==> src/rtl/core/mlfs_pkg.sv <==
// ---------------------------------------------------------------------------
// mlfs_pkg
// Types and fixed codes of the magnetic line follower steering block.
// ---------------------------------------------------------------------------
package mlfs_pkg;

	// Configuration register indexes
	typedef enum logic [1:0] {
		REG_BASE_SPEED = 2'd0,
		REG_STEER_KP   = 2'd1,
		REG_STEER_KD   = 2'd2,
		REG_TURN_PREF  = 2'd3
	} cfg_reg_t;

	// Item kinds
	localparam logic KIND_SENSOR = 1'b0;
	localparam logic KIND_TICK   = 1'b1;

	// Sensor line patterns
	localparam logic [2:0] LINE_NONE   = 3'd0;
	localparam logic [2:0] LINE_ONE    = 3'd2;
	localparam logic [2:0] LINE_FORK_R = 3'd3;
	localparam logic [2:0] LINE_FORK_L = 3'd6;
	localparam logic [2:0] LINE_THREE  = 3'd7;

	// Turn preference codes (3 acts as straight)
	localparam logic [1:0] PREF_LEFT  = 2'd1;
	localparam logic [1:0] PREF_RIGHT = 2'd2;

	// Reset values of the configuration registers
	localparam logic signed [12:0] BASE_SPEED_RST = 13'sd1800;
	localparam logic [11:0]        STEER_KP_RST   = 12'd1008;  // 63.0 in Q8.4
	localparam logic [11:0]        STEER_KD_RST   = 12'd160;   // 10.0 in Q8.4

	// Steering saturation bounds
	localparam logic signed [25:0] STEER_MAX = 26'sd32767;
	localparam logic signed [25:0] STEER_MIN = -26'sd32768;

	typedef logic signed [15:0] dev_t;
	typedef logic signed [12:0] drive_t;

endpackage

==> src/rtl/core/magnetic_line_follow_steering_top.sv <==
// ---------------------------------------------------------------------------
// magnetic_line_follow_steering_top
// Magnetic tape line follower with PD steering for a differential drive.
// ---------------------------------------------------------------------------
// Sensor items update the tracked deviation and line code on acceptance and
// give no result. Each tick item gives one drive result, registered in turn in
// the operand, product, steering and output registers. Throughput is one item
// per clock while the output side does not stall: every stage (operands, gain
// products, saturated steering, clamped wheel commands) is a register with its
// own valid bit, and a stage loads whenever it is empty or its successor takes
// its content; with a result stalled in the output register the input accepts
// until the stages fill. Steering is (kp*dev + kd*(dev - prev_dev)) / 16,
// truncated toward zero and saturated to 16 bits; the wheels get base_speed
// -/+ steering, clamped to +-DRIVE_LIMIT, left negated for mounting, and both
// forced to zero while no line is seen. Configuration writes take effect at
// the next edge and are expected only while no tick is in flight.
// ---------------------------------------------------------------------------
module magnetic_line_follow_steering_top
	import mlfs_pkg::*;
#(
	parameter int DRIVE_LIMIT = 3000
) (
	input  logic               clk,
	input  logic               arst_n,
	// configuration
	input  logic               cfg_we,
	input  logic [1:0]         cfg_index,
	input  logic [12:0]        cfg_data,
	// input item channel
	input  logic               in_valid,
	output logic               in_stall,
	input  logic               kind,
	input  logic [2:0]         line_code,
	input  logic signed [15:0] first_line_pos,
	input  logic signed [15:0] middle_line_pos,
	input  logic signed [15:0] third_line_pos,
	// result item channel
	output logic               out_valid,
	input  logic               out_stall,
	output logic signed [12:0] left_drive,
	output logic signed [12:0] right_drive,
	output logic               line_lost
);

	localparam logic signed [17:0] LIM_POS = 18'(DRIVE_LIMIT);
	localparam logic signed [17:0] LIM_NEG = -18'(DRIVE_LIMIT);

	// Configuration registers
	drive_t      base_speed_q;
	logic [11:0] steer_kp_q;
	logic [11:0] steer_kd_q;
	logic [1:0]  turn_pref_q;

	// Tracking state
	dev_t        tracked_dev_q;
	dev_t        prev_dev_q;
	logic [2:0]  last_code_q;

	logic in_acc, tick_acc, sensor_acc;
	dev_t dev_sel;
	logic pick_left, pick_right;

	// Pipeline valid bits and readiness
	logic v_s1, v_s2, v_s3, out_valid_q;
	logic rdy_s1, rdy_s2, rdy_s3, out_ready;

	// Stage 1: operands snapshot
	dev_t               dev_s1;
	logic signed [16:0] diff_s1;
	logic [11:0]        kp_s1, kd_s1;
	drive_t             base_s1;
	logic               lost_s1;

	// Stage 2: gain products
	logic signed [27:0] prod_p_s2;
	logic signed [28:0] prod_d_s2;
	drive_t             base_s2;
	logic               lost_s2;

	// Stage 3: saturated steering
	dev_t               steer_s3;
	drive_t             base_s3;
	logic               lost_s3;

	// Output register
	drive_t             left_q, right_q;
	logic               lost_q;

	logic signed [16:0] dev_diff;
	logic signed [28:0] mult_p;
	logic signed [29:0] mult_d;
	logic signed [29:0] pd_sum, pd_adj;
	logic signed [25:0] pd_quot;
	dev_t               steer_sat;
	logic signed [17:0] mix_l, mix_r, clamp_l, clamp_r, neg_l;

	// ---------------- handshake ----------------
	assign out_ready = !out_valid_q || !out_stall;
	assign rdy_s3    = !v_s3 || out_ready;
	assign rdy_s2    = !v_s2 || rdy_s3;
	assign rdy_s1    = !v_s1 || rdy_s2;
	assign in_stall  = !rdy_s1;

	assign in_acc     = in_valid && !in_stall;
	assign tick_acc   = in_acc && (kind == KIND_TICK);
	assign sensor_acc = in_acc && (kind == KIND_SENSOR);

	// ---------------- deviation selection ----------------
	assign pick_left  = (turn_pref_q == PREF_LEFT);
	assign pick_right = (turn_pref_q == PREF_RIGHT);

	always_comb begin
		dev_sel = tracked_dev_q;
		unique case (line_code)
			LINE_NONE:   dev_sel = '0;
			LINE_ONE:    dev_sel = middle_line_pos;
			LINE_FORK_L: dev_sel = pick_left ? first_line_pos : middle_line_pos;
			LINE_FORK_R: dev_sel = pick_right ? third_line_pos : middle_line_pos;
			LINE_THREE: begin
				if (pick_left) begin
					dev_sel = third_line_pos;
				end else if (pick_right) begin
					dev_sel = first_line_pos;
				end else begin
					dev_sel = middle_line_pos;
				end
			end
			default:     dev_sel = tracked_dev_q;  // unknown pattern keeps deviation
		endcase
	end

	// ---------------- config and tracking state ----------------
	always_ff @(posedge clk or negedge arst_n) begin
		if (!arst_n) begin
			base_speed_q  <= BASE_SPEED_RST;
			steer_kp_q    <= STEER_KP_RST;
			steer_kd_q    <= STEER_KD_RST;
			turn_pref_q   <= '0;
			tracked_dev_q <= '0;
			prev_dev_q    <= '0;
			last_code_q   <= LINE_NONE;
		end else begin
			if (cfg_we) begin
				unique case (cfg_reg_t'(cfg_index))
					REG_BASE_SPEED: base_speed_q <= cfg_data;
					REG_STEER_KP:   steer_kp_q   <= cfg_data[11:0];
					REG_STEER_KD:   steer_kd_q   <= cfg_data[11:0];
					REG_TURN_PREF:  turn_pref_q  <= cfg_data[1:0];
				endcase
			end
			if (sensor_acc) begin
				last_code_q   <= line_code;
				tracked_dev_q <= dev_sel;
			end
			// previous deviation follows every tick, line lost or not
			if (tick_acc) begin
				prev_dev_q <= tracked_dev_q;
			end
		end
	end

	// ---------------- valid bits ----------------
	always_ff @(posedge clk or negedge arst_n) begin
		if (!arst_n) begin
			v_s1        <= 1'b0;
			v_s2        <= 1'b0;
			v_s3        <= 1'b0;
			out_valid_q <= 1'b0;
		end else begin
			if (rdy_s1)    v_s1        <= tick_acc;
			if (rdy_s2)    v_s2        <= v_s1;
			if (rdy_s3)    v_s3        <= v_s2;
			if (out_ready) out_valid_q <= v_s3;
		end
	end

	// ---------------- stage 1: operands ----------------
	assign dev_diff = {tracked_dev_q[15], tracked_dev_q} - {prev_dev_q[15], prev_dev_q};

	always_ff @(posedge clk) begin
		if (tick_acc) begin
			dev_s1  <= tracked_dev_q;
			diff_s1 <= dev_diff;
			kp_s1   <= steer_kp_q;
			kd_s1   <= steer_kd_q;
			base_s1 <= base_speed_q;
			lost_s1 <= (last_code_q == LINE_NONE);
		end
	end

	// ---------------- stage 2: products ----------------
	assign mult_p = $signed({1'b0, kp_s1}) * dev_s1;
	assign mult_d = $signed({1'b0, kd_s1}) * diff_s1;

	always_ff @(posedge clk) begin
		if (v_s1 && rdy_s2) begin
			prod_p_s2 <= mult_p[27:0];  // |kp*dev| < 2^27
			prod_d_s2 <= mult_d[28:0];  // |kd*diff| < 2^28
			base_s2   <= base_s1;
			lost_s2   <= lost_s1;
		end
	end

	// ---------------- stage 3: sum, /16 toward zero, saturate ----------------
	assign pd_sum  = {{2{prod_p_s2[27]}}, prod_p_s2} + {prod_d_s2[28], prod_d_s2};
	assign pd_adj  = pd_sum[29] ? (pd_sum + 30'sd15) : pd_sum;
	assign pd_quot = pd_adj[29:4];

	always_comb begin
		if (pd_quot > STEER_MAX) begin
			steer_sat = STEER_MAX[15:0];
		end else if (pd_quot < STEER_MIN) begin
			steer_sat = STEER_MIN[15:0];
		end else begin
			steer_sat = pd_quot[15:0];
		end
	end

	always_ff @(posedge clk) begin
		if (v_s2 && rdy_s3) begin
			steer_s3 <= steer_sat;
			base_s3  <= base_s2;
			lost_s3  <= lost_s2;
		end
	end

	// ---------------- output: mix, clamp, mount sign ----------------
	assign mix_l = {{5{base_s3[12]}}, base_s3} - {{2{steer_s3[15]}}, steer_s3};
	assign mix_r = {{5{base_s3[12]}}, base_s3} + {{2{steer_s3[15]}}, steer_s3};

	always_comb begin
		if (mix_l > LIM_POS) begin
			clamp_l = LIM_POS;
		end else if (mix_l < LIM_NEG) begin
			clamp_l = LIM_NEG;
		end else begin
			clamp_l = mix_l;
		end
		if (mix_r > LIM_POS) begin
			clamp_r = LIM_POS;
		end else if (mix_r < LIM_NEG) begin
			clamp_r = LIM_NEG;
		end else begin
			clamp_r = mix_r;
		end
	end

	assign neg_l = -clamp_l;

	always_ff @(posedge clk) begin
		if (v_s3 && out_ready) begin
			left_q  <= lost_s3 ? '0 : neg_l[12:0];
			right_q <= lost_s3 ? '0 : clamp_r[12:0];
			lost_q  <= lost_s3;
		end
	end

	assign out_valid   = out_valid_q;
	assign left_drive  = left_q;
	assign right_drive = right_q;
	assign line_lost   = lost_q;

endmodule

==> config.mk <==
export PLATFORM = sky130hd
export DESIGN_NAME = magnetic_line_follow_steering_top
export DESIGN_NICKNAME = d
export VERILOG_FILES = /design/src/rtl/core/mlfs_pkg.sv /design/src/rtl/core/magnetic_line_follow_steering_top.sv
export SDC_FILE = /design/constraint.sdc
export NUM_CORES = 2
export LEC_CHECK = 0
export BUFFER_PORTS_ARGS = -buffer_cell sky130_fd_sc_hd__buf_2
export CORE_MARGIN = 2
export CORE_UTILIZATION = 44
export DETAILED_ROUTE_END_ITERATION = 10
export SYNTH_ARGS = -nofsm -noshare
export SYNTH_HDL_FRONTEND = slang
export SYNTH_SLANG_ARGS = --single-unit
==> constraint.sdc <==
create_clock -name clk -period 8.6 [get_ports clk]
set_clock_uncertainty 0.15 [all_clocks]
set_input_delay 0.43 -clock clk [delete_from_list [all_inputs] [get_ports clk]]
set_output_delay 0.43 -clock clk [all_outputs]
set_load 0.05 [all_outputs]
---- Word level (Yosys, flattened, before mapping) ----
Index checks and enable logic that the tools add are counted.
word-level totals
  register bits after elaboration ......... 277
  input port bits ......................... 72
  output and inout bits ................... 29
  word-level logic and storage cells ...... 91
cells by class
  add/sub/neg operators ................... 6
  $mul .................................... 2
  magnitude comparators ................... 6
  equal/unequal tests ..................... 9
  muxes and demuxes ....................... 11
  bitwise gates (word level) .............. 1
  reduce and logical (&&, ||, !) cells .... 27
operators with widths
  cell                   count
  $mux 16                5
  $pmux 16 s5            1
  $mux 13                3
  $gt 17x13->1 const B   2
  $lt 17x13->1 const B   2
  $add 28x29->30         1
  $add 30x5->30 const B  1
  $mux 30                1
  $mul 13x17->29         1
  $mul 13x16->28         1
  $gt 26x16->1 const B   1
  $lt 26x16->1 const B   1
  $add 13x16->17         1
  $sub 13x16->17         1
  $sub 16x16->17         1
  $neg 13->13            1
  $mux 12                1
  $reduce_and 2->1       5
  $eq 2x2->1 const B     3
  $eq 3x2->1 const B     2
  $eq 3x3->1 const B     2
  $logic_and 1x1->1      6
  $logic_not 1->1        6
  $logic_not 3->1        2
  other kinds (7)        11

---- Logic depth before layout (Yosys ltp) ----
  word-level depth ........................ 8
  depth in mapped cells ................... 24
  mapped depth without buffers ............ 22

---- Worst setup path before layout ----
OpenSTA, ideal clock, no wires.
  path type ............................... register -> register
  start point ............................. register dev_s1[7]
  end point ............................... register prod_p_s2[27], data pin
  library setup time ...................... 0.267 ns
  arrival ................................. 6.123 ns
  data required time ...................... 8.183 ns
  slack ................................... 2.060 ns
  cell stages (with the launch flop) ...... 25
  path buffers ............................ 2
  period minus slack after synthesis ...... 6.540 ns
  path through ............................ edfxtp_1 clkbuf_1 and2_1 fa_1 inv_1 fa_1 inv_1 fa_1 fa_1 inv_1 fa_1 inv_1 ha_1 clkbuf_1 and4_1 a211oi_1 o21ai_0 o21a_1 a211oi_1 o21ai_0 a31oi_1 o21bai_1 a2111oi_1 o21ai_0 nor3b_1
on the way
  longest elaborated chain between the ends .. 1
ends and longest elaborated chain
  item                    RTL line                                  source
  start, declared         magnetic_line_follow_steering_top.sv:68   dev_t dev_s1;
  start signal, assigned  magnetic_line_follow_steering_top.sv:182  dev_s1 <= tracked_dev_q;
  $mul 13x16->28          magnetic_line_follow_steering_top.sv:192  assign mult_p = $signed({1'b0, kp_s1}) * dev_s1;
  via mult_p[27]          magnetic_line_follow_steering_top.sv:90   logic signed [28:0] mult_p;
  end signal, assigned    magnetic_line_follow_steering_top.sv:197  prod_p_s2 <= mult_p[27:0];
  end, declared           magnetic_line_follow_steering_top.sv:75   logic signed [27:0] prod_p_s2;
The timed path passes the listed nets, and every way through them passes these cells.
A chain may end at the register's enable or synchronous reset.

---- Final worst setup path ----
  start point ............................. register kp_s1[3]
  end point ............................... register prod_p_s2[27], data pin
on the way
  longest elaborated chain between the ends .. 1
ends and longest elaborated chain
  item                    RTL line                                  source
  start, declared         magnetic_line_follow_steering_top.sv:70   logic [11:0] kp_s1, kd_s1;
  start signal, assigned  magnetic_line_follow_steering_top.sv:184  kp_s1 <= steer_kp_q;
  $mul 13x16->28          magnetic_line_follow_steering_top.sv:192
  via mult_p[27]          magnetic_line_follow_steering_top.sv:90
The timed path passes the listed nets, and every way through them passes these cells.

==> results.cfg <==
[status]
run_status = finished clean

[setup_path]
reg2reg_setup_slack_ns = 1.39
cpPeakStageDelay_ns = 0.65
critPathKind = flop to flop
cell_at_the_slowest_stage_of_the_critical_path = edfxtp_1
arrival_time_of_the_worst_setup_path_ns = 7.34
worst_r2r_path_depth = 22
cp_data_required_time_ns = 8.73
most_frequent_cell_on_the_critical_path = fa_1
critPathBufInv = 4
worstPathMaxFanout = 16
critical_path.reg2reg.startpoint = kp_s1[3]
worst_setup_path_end_kind = flop
crit-reg2reg-capture = prod_p_s2[27]
timing.critical_path.from_type = flop
cp_top_family = adder cells
critical_path.cell_chain = and2_1, fa_1, inv_1, fa_1, inv_1, fa_1, fa_1, inv_1, fa_1, inv_1, ha_1, and4_1, a211oi_1, o21ai_0, o21a_1, a211oi_1, o21ai_0, a31oi_1, o21bai_1, a2111oi_1, o21ai_0, nor3b_1

[clocking]
htreeDepth = 2
cts-root-buf = clkbuf_16
tritoncts.num_buffers = 35
cts_tree = done
clock_tree.buffer_depth = 3
cts_sinks = 277
post-cts-setup-buffer-count = 0
cts.reportedPaths.clkPinSlew_ns = 0.06
worstSkewPairLatency_ns = 0.56

[synth]
dominant_combinational_cell_family_by_area_after_synthesis = adder cells
async_flop_share_pct = 28.2
synth.cell_area_um2 = 28700
netlist-cell-type-count = 88
synth_xor_area_share_pct = 4.03
synth-edff-count = 199
synth_top_flop_cell = edfxtp_1
synth_seq_area_share_pct = 27.7
synthAdderAreaFrac_pct = 34.5
synthesis.nets = 3514
yosys-mux-area-fraction_pct = 2.30
synthesis.area_per_instance_um2 = 9.99
synth.yosys.warnings = 0
synth_simple_gate_area_share_pct = 14.0
compound_gate_fraction_of_synth_area_pct = 9.18
synth.ff_latch_count = 277
syn_inst = 2870

[routing]
first_pass_iters = 7
initialDrtViolationCount = 1267
met2RoutedLength_mm = 35.8
routed.top_layer = met4
met3_wirelength_mm = 2.85
drt_wl_total_mm = 70.6
post_drt_via_cell_ratio = 5.32
postRouteAntennaNets = 0
route.detailed.drc = 0
route.vias.total = 20200
wirelength_met1_mm = 29.3
drt-wirelength-per-cell_um = 18.6

[die]
rows = 93
ioPinCount = 101
die_y_um = 259
die_w_um = 259
start_util_pct = 44.5
core_region_area_um2 = 64500
die_area_um2 = 67300

[placement]
dp_slack_ns = 1.43
placement.cell_area_um2 = 29900
port_buffers = 100
globalplace.congestion = 0.928
dp.final_hpwl_mm = 56.6
place_inst = 3733

[sta]
rsz0062_at_grt = no
final-max-slew-violation-count = 0
worst_slew_margin_rel_pct = 19.0
worst_pin_slew_ns = 1.21
final-setup-viol-count = 0
fmax_mhz = 139
final_min_period_over_clock_period_pct = 83.9
finalSetupTns_ns = 0
worst_slack_ns = 1.39
hold_viol = 0
finalWorstPathRequiredPeriod_ns = 7.21

[cells_and_area]
layoutNonFillerInstCount = 3803
fraction_of_layout_cells_with_a_size_suffix_above_1_pct = 9.33
final_area_um2 = 31200
flow.area_growth_from_synthesis_pct = 8.61
count_of_nets_after_finishing = 3565

[global_route]
grt_util_all_layers_pct = 21.8
global_route_wire_length_before_repair_mm = 115
antenna_found_initial = 2
grt_start_max_net_pins = 72
first_global_vias = 21500
leftover_overflow_at_the_end_of_global_routing = 0

[hold_path]
hold-path-cell-count = 3
hold_path_end = tracked_dev_q[10]
worst_hold_path_type = input pin to flop
worstHoldStart = third_line_pos[10]

[run]
max_cap_viols = 0
cell usage after synthesis, drive strengths merged, types with 10 or more instances:
| cell type | number | area share, % |
|---|---|---|
| a31oi | 16 | 0.35 |
| and2 | 190 | 4.1 |
| nor3 | 52 | 0.94 |
| a21o | 32 | 0.84 |
| nor2 | 96 | 1.3 |
| or3 | 12 | 0.26 |
| edfxtp | 199 | 21 |
| nand3b | 10 | 0.26 |
| buf | 12 | 0.22 |
| nor2b | 22 | 0.48 |
| fa | 364 | 25 |
| o31ai | 14 | 0.47 |
| ha | 208 | 9.1 |
| dfrtp | 66 | 5.8 |
| nand4 | 10 | 0.22 |
| a21boi | 10 | 0.26 |
| a21oi | 84 | 1.5 |
| xor2 | 40 | 1.2 |
| inv | 530 | 6.9 |
| clkbuf | 88 | 1.2 |
| o21ai | 99 | 1.7 |
| nand2 | 313 | 4.1 |
| nand2b | 15 | 0.34 |
| a211oi | 23 | 0.64 |
| dfstp | 12 | 1.1 |
| a222oi | 15 | 0.52 |
| and3 | 16 | 0.35 |
| o21a | 11 | 0.29 |
| nand3 | 35 | 0.63 |
| xnor2 | 92 | 2.8 |
| mux2 | 55 | 2.2 |
| o21bai | 14 | 0.38 |
repair_timing:
action                    in CTS  in global routing
hold buffers                   6                  0
gates resized for setup        0                  0
hold endpoints to repair      30                  0
tightest hold or removal path, stage by stage:
cell and delay [ns]:
buf_2 0.08, a222oi_1 0.05, o21ai_0 0.14
metal layers:
layer / up-vias / GRT usage [%]
met2: 510 / 39.1
met4: 0 / 7.84
li1: 9426 / -
met5: - / 0
met1: 10200 / 27.4
met3: 122 / 2.09
kinds of logic (layout without fill, tap and decap cells):
group / count (synthesis) / in the layout
simple gates: 809 / 809
buf+inv: 631 / 708
fa+ha+maj: 572 / 572
compound gates: 390 / 390
flops: 277 / 277
xor+xnor: 132 / 132
mux: 59 / 59
other cells: 0 / 1
sequential cells by signal, indices dropped and copies added, names as in the netlist, 16 cells and up:
| name | flops |
|---|---|
| dev_s1 | 16 |
| diff_s1 | 17 |
| prev_dev_q | 16 |
| prod_d_s2 | 29 |
| prod_p_s2 | 28 |
| steer_s3 | 16 |
| tracked_dev_q | 16 |
worst max-delay path by stage:
stage / slack [ns] / cells past startpoint / end / from
5_1_grt: 0.82 / 22 / prod_p_s2[27] / kp_s1[3]
3_5_place_dp: 1.43 / 22 / prod_p_s2[27] / kp_s1[3]
4_1_cts: 1.40 / 22 / prod_p_s2[27] / kp_s1[3]
2_1_floorplan: 2.06 / 24 / prod_p_s2[27] / dev_s1[7]
3_3_place_gp: 1.56 / 22 / prod_p_s2[27] / kp_s1[3]
6_report: 1.39 / 22 / prod_p_s2[27] / kp_s1[3]
area by class of cell:
| type | instances | area, um^2 |
|---|---|---|
| Antenna cell | 1 | 2.50 |
| Clock buffer | 42 | 953 |
| Clock inverter | 21 | 196 |
| Fill cell | 6047 | 33300 |
| Inverter | 531 | 1990 |
| Multi-Input combinational cell | 1962 | 18400 |
| Sequential cell | 277 | 7940 |
| Tap cell | 855 | 1070 |
| Timing Repair Buffer | 114 | 623 |
layout by cell type, fill, tap and decap left out, drive strengths merged, types with 66 or more instances in the layout:
| master | instances |
|---|---|
| a21oi | 84 |
| and2 | 190 |
| buf | 108 |
| dfrtp | 66 |
| edfxtp | 199 |
| fa | 364 |
| ha | 208 |
| inv | 533 |
| nand2 | 313 |
| nor2 | 96 |
| o21ai | 99 |
| xnor2 | 92 |
stage by stage:
step	hold slack (ns)	util [%]
4_1_cts	0.00586	48.3
3_5_place_dp	0.251	46.4
5_1_grt	0.0279	48.3
2_1_floorplan	-0.0156	-
3_3_place_gp	0.245	46.4
6_report	0.0312	48.3
Power is not shown: default switching activity piles up to over one toggle a cycle in this logic, so the estimate is an artifact.
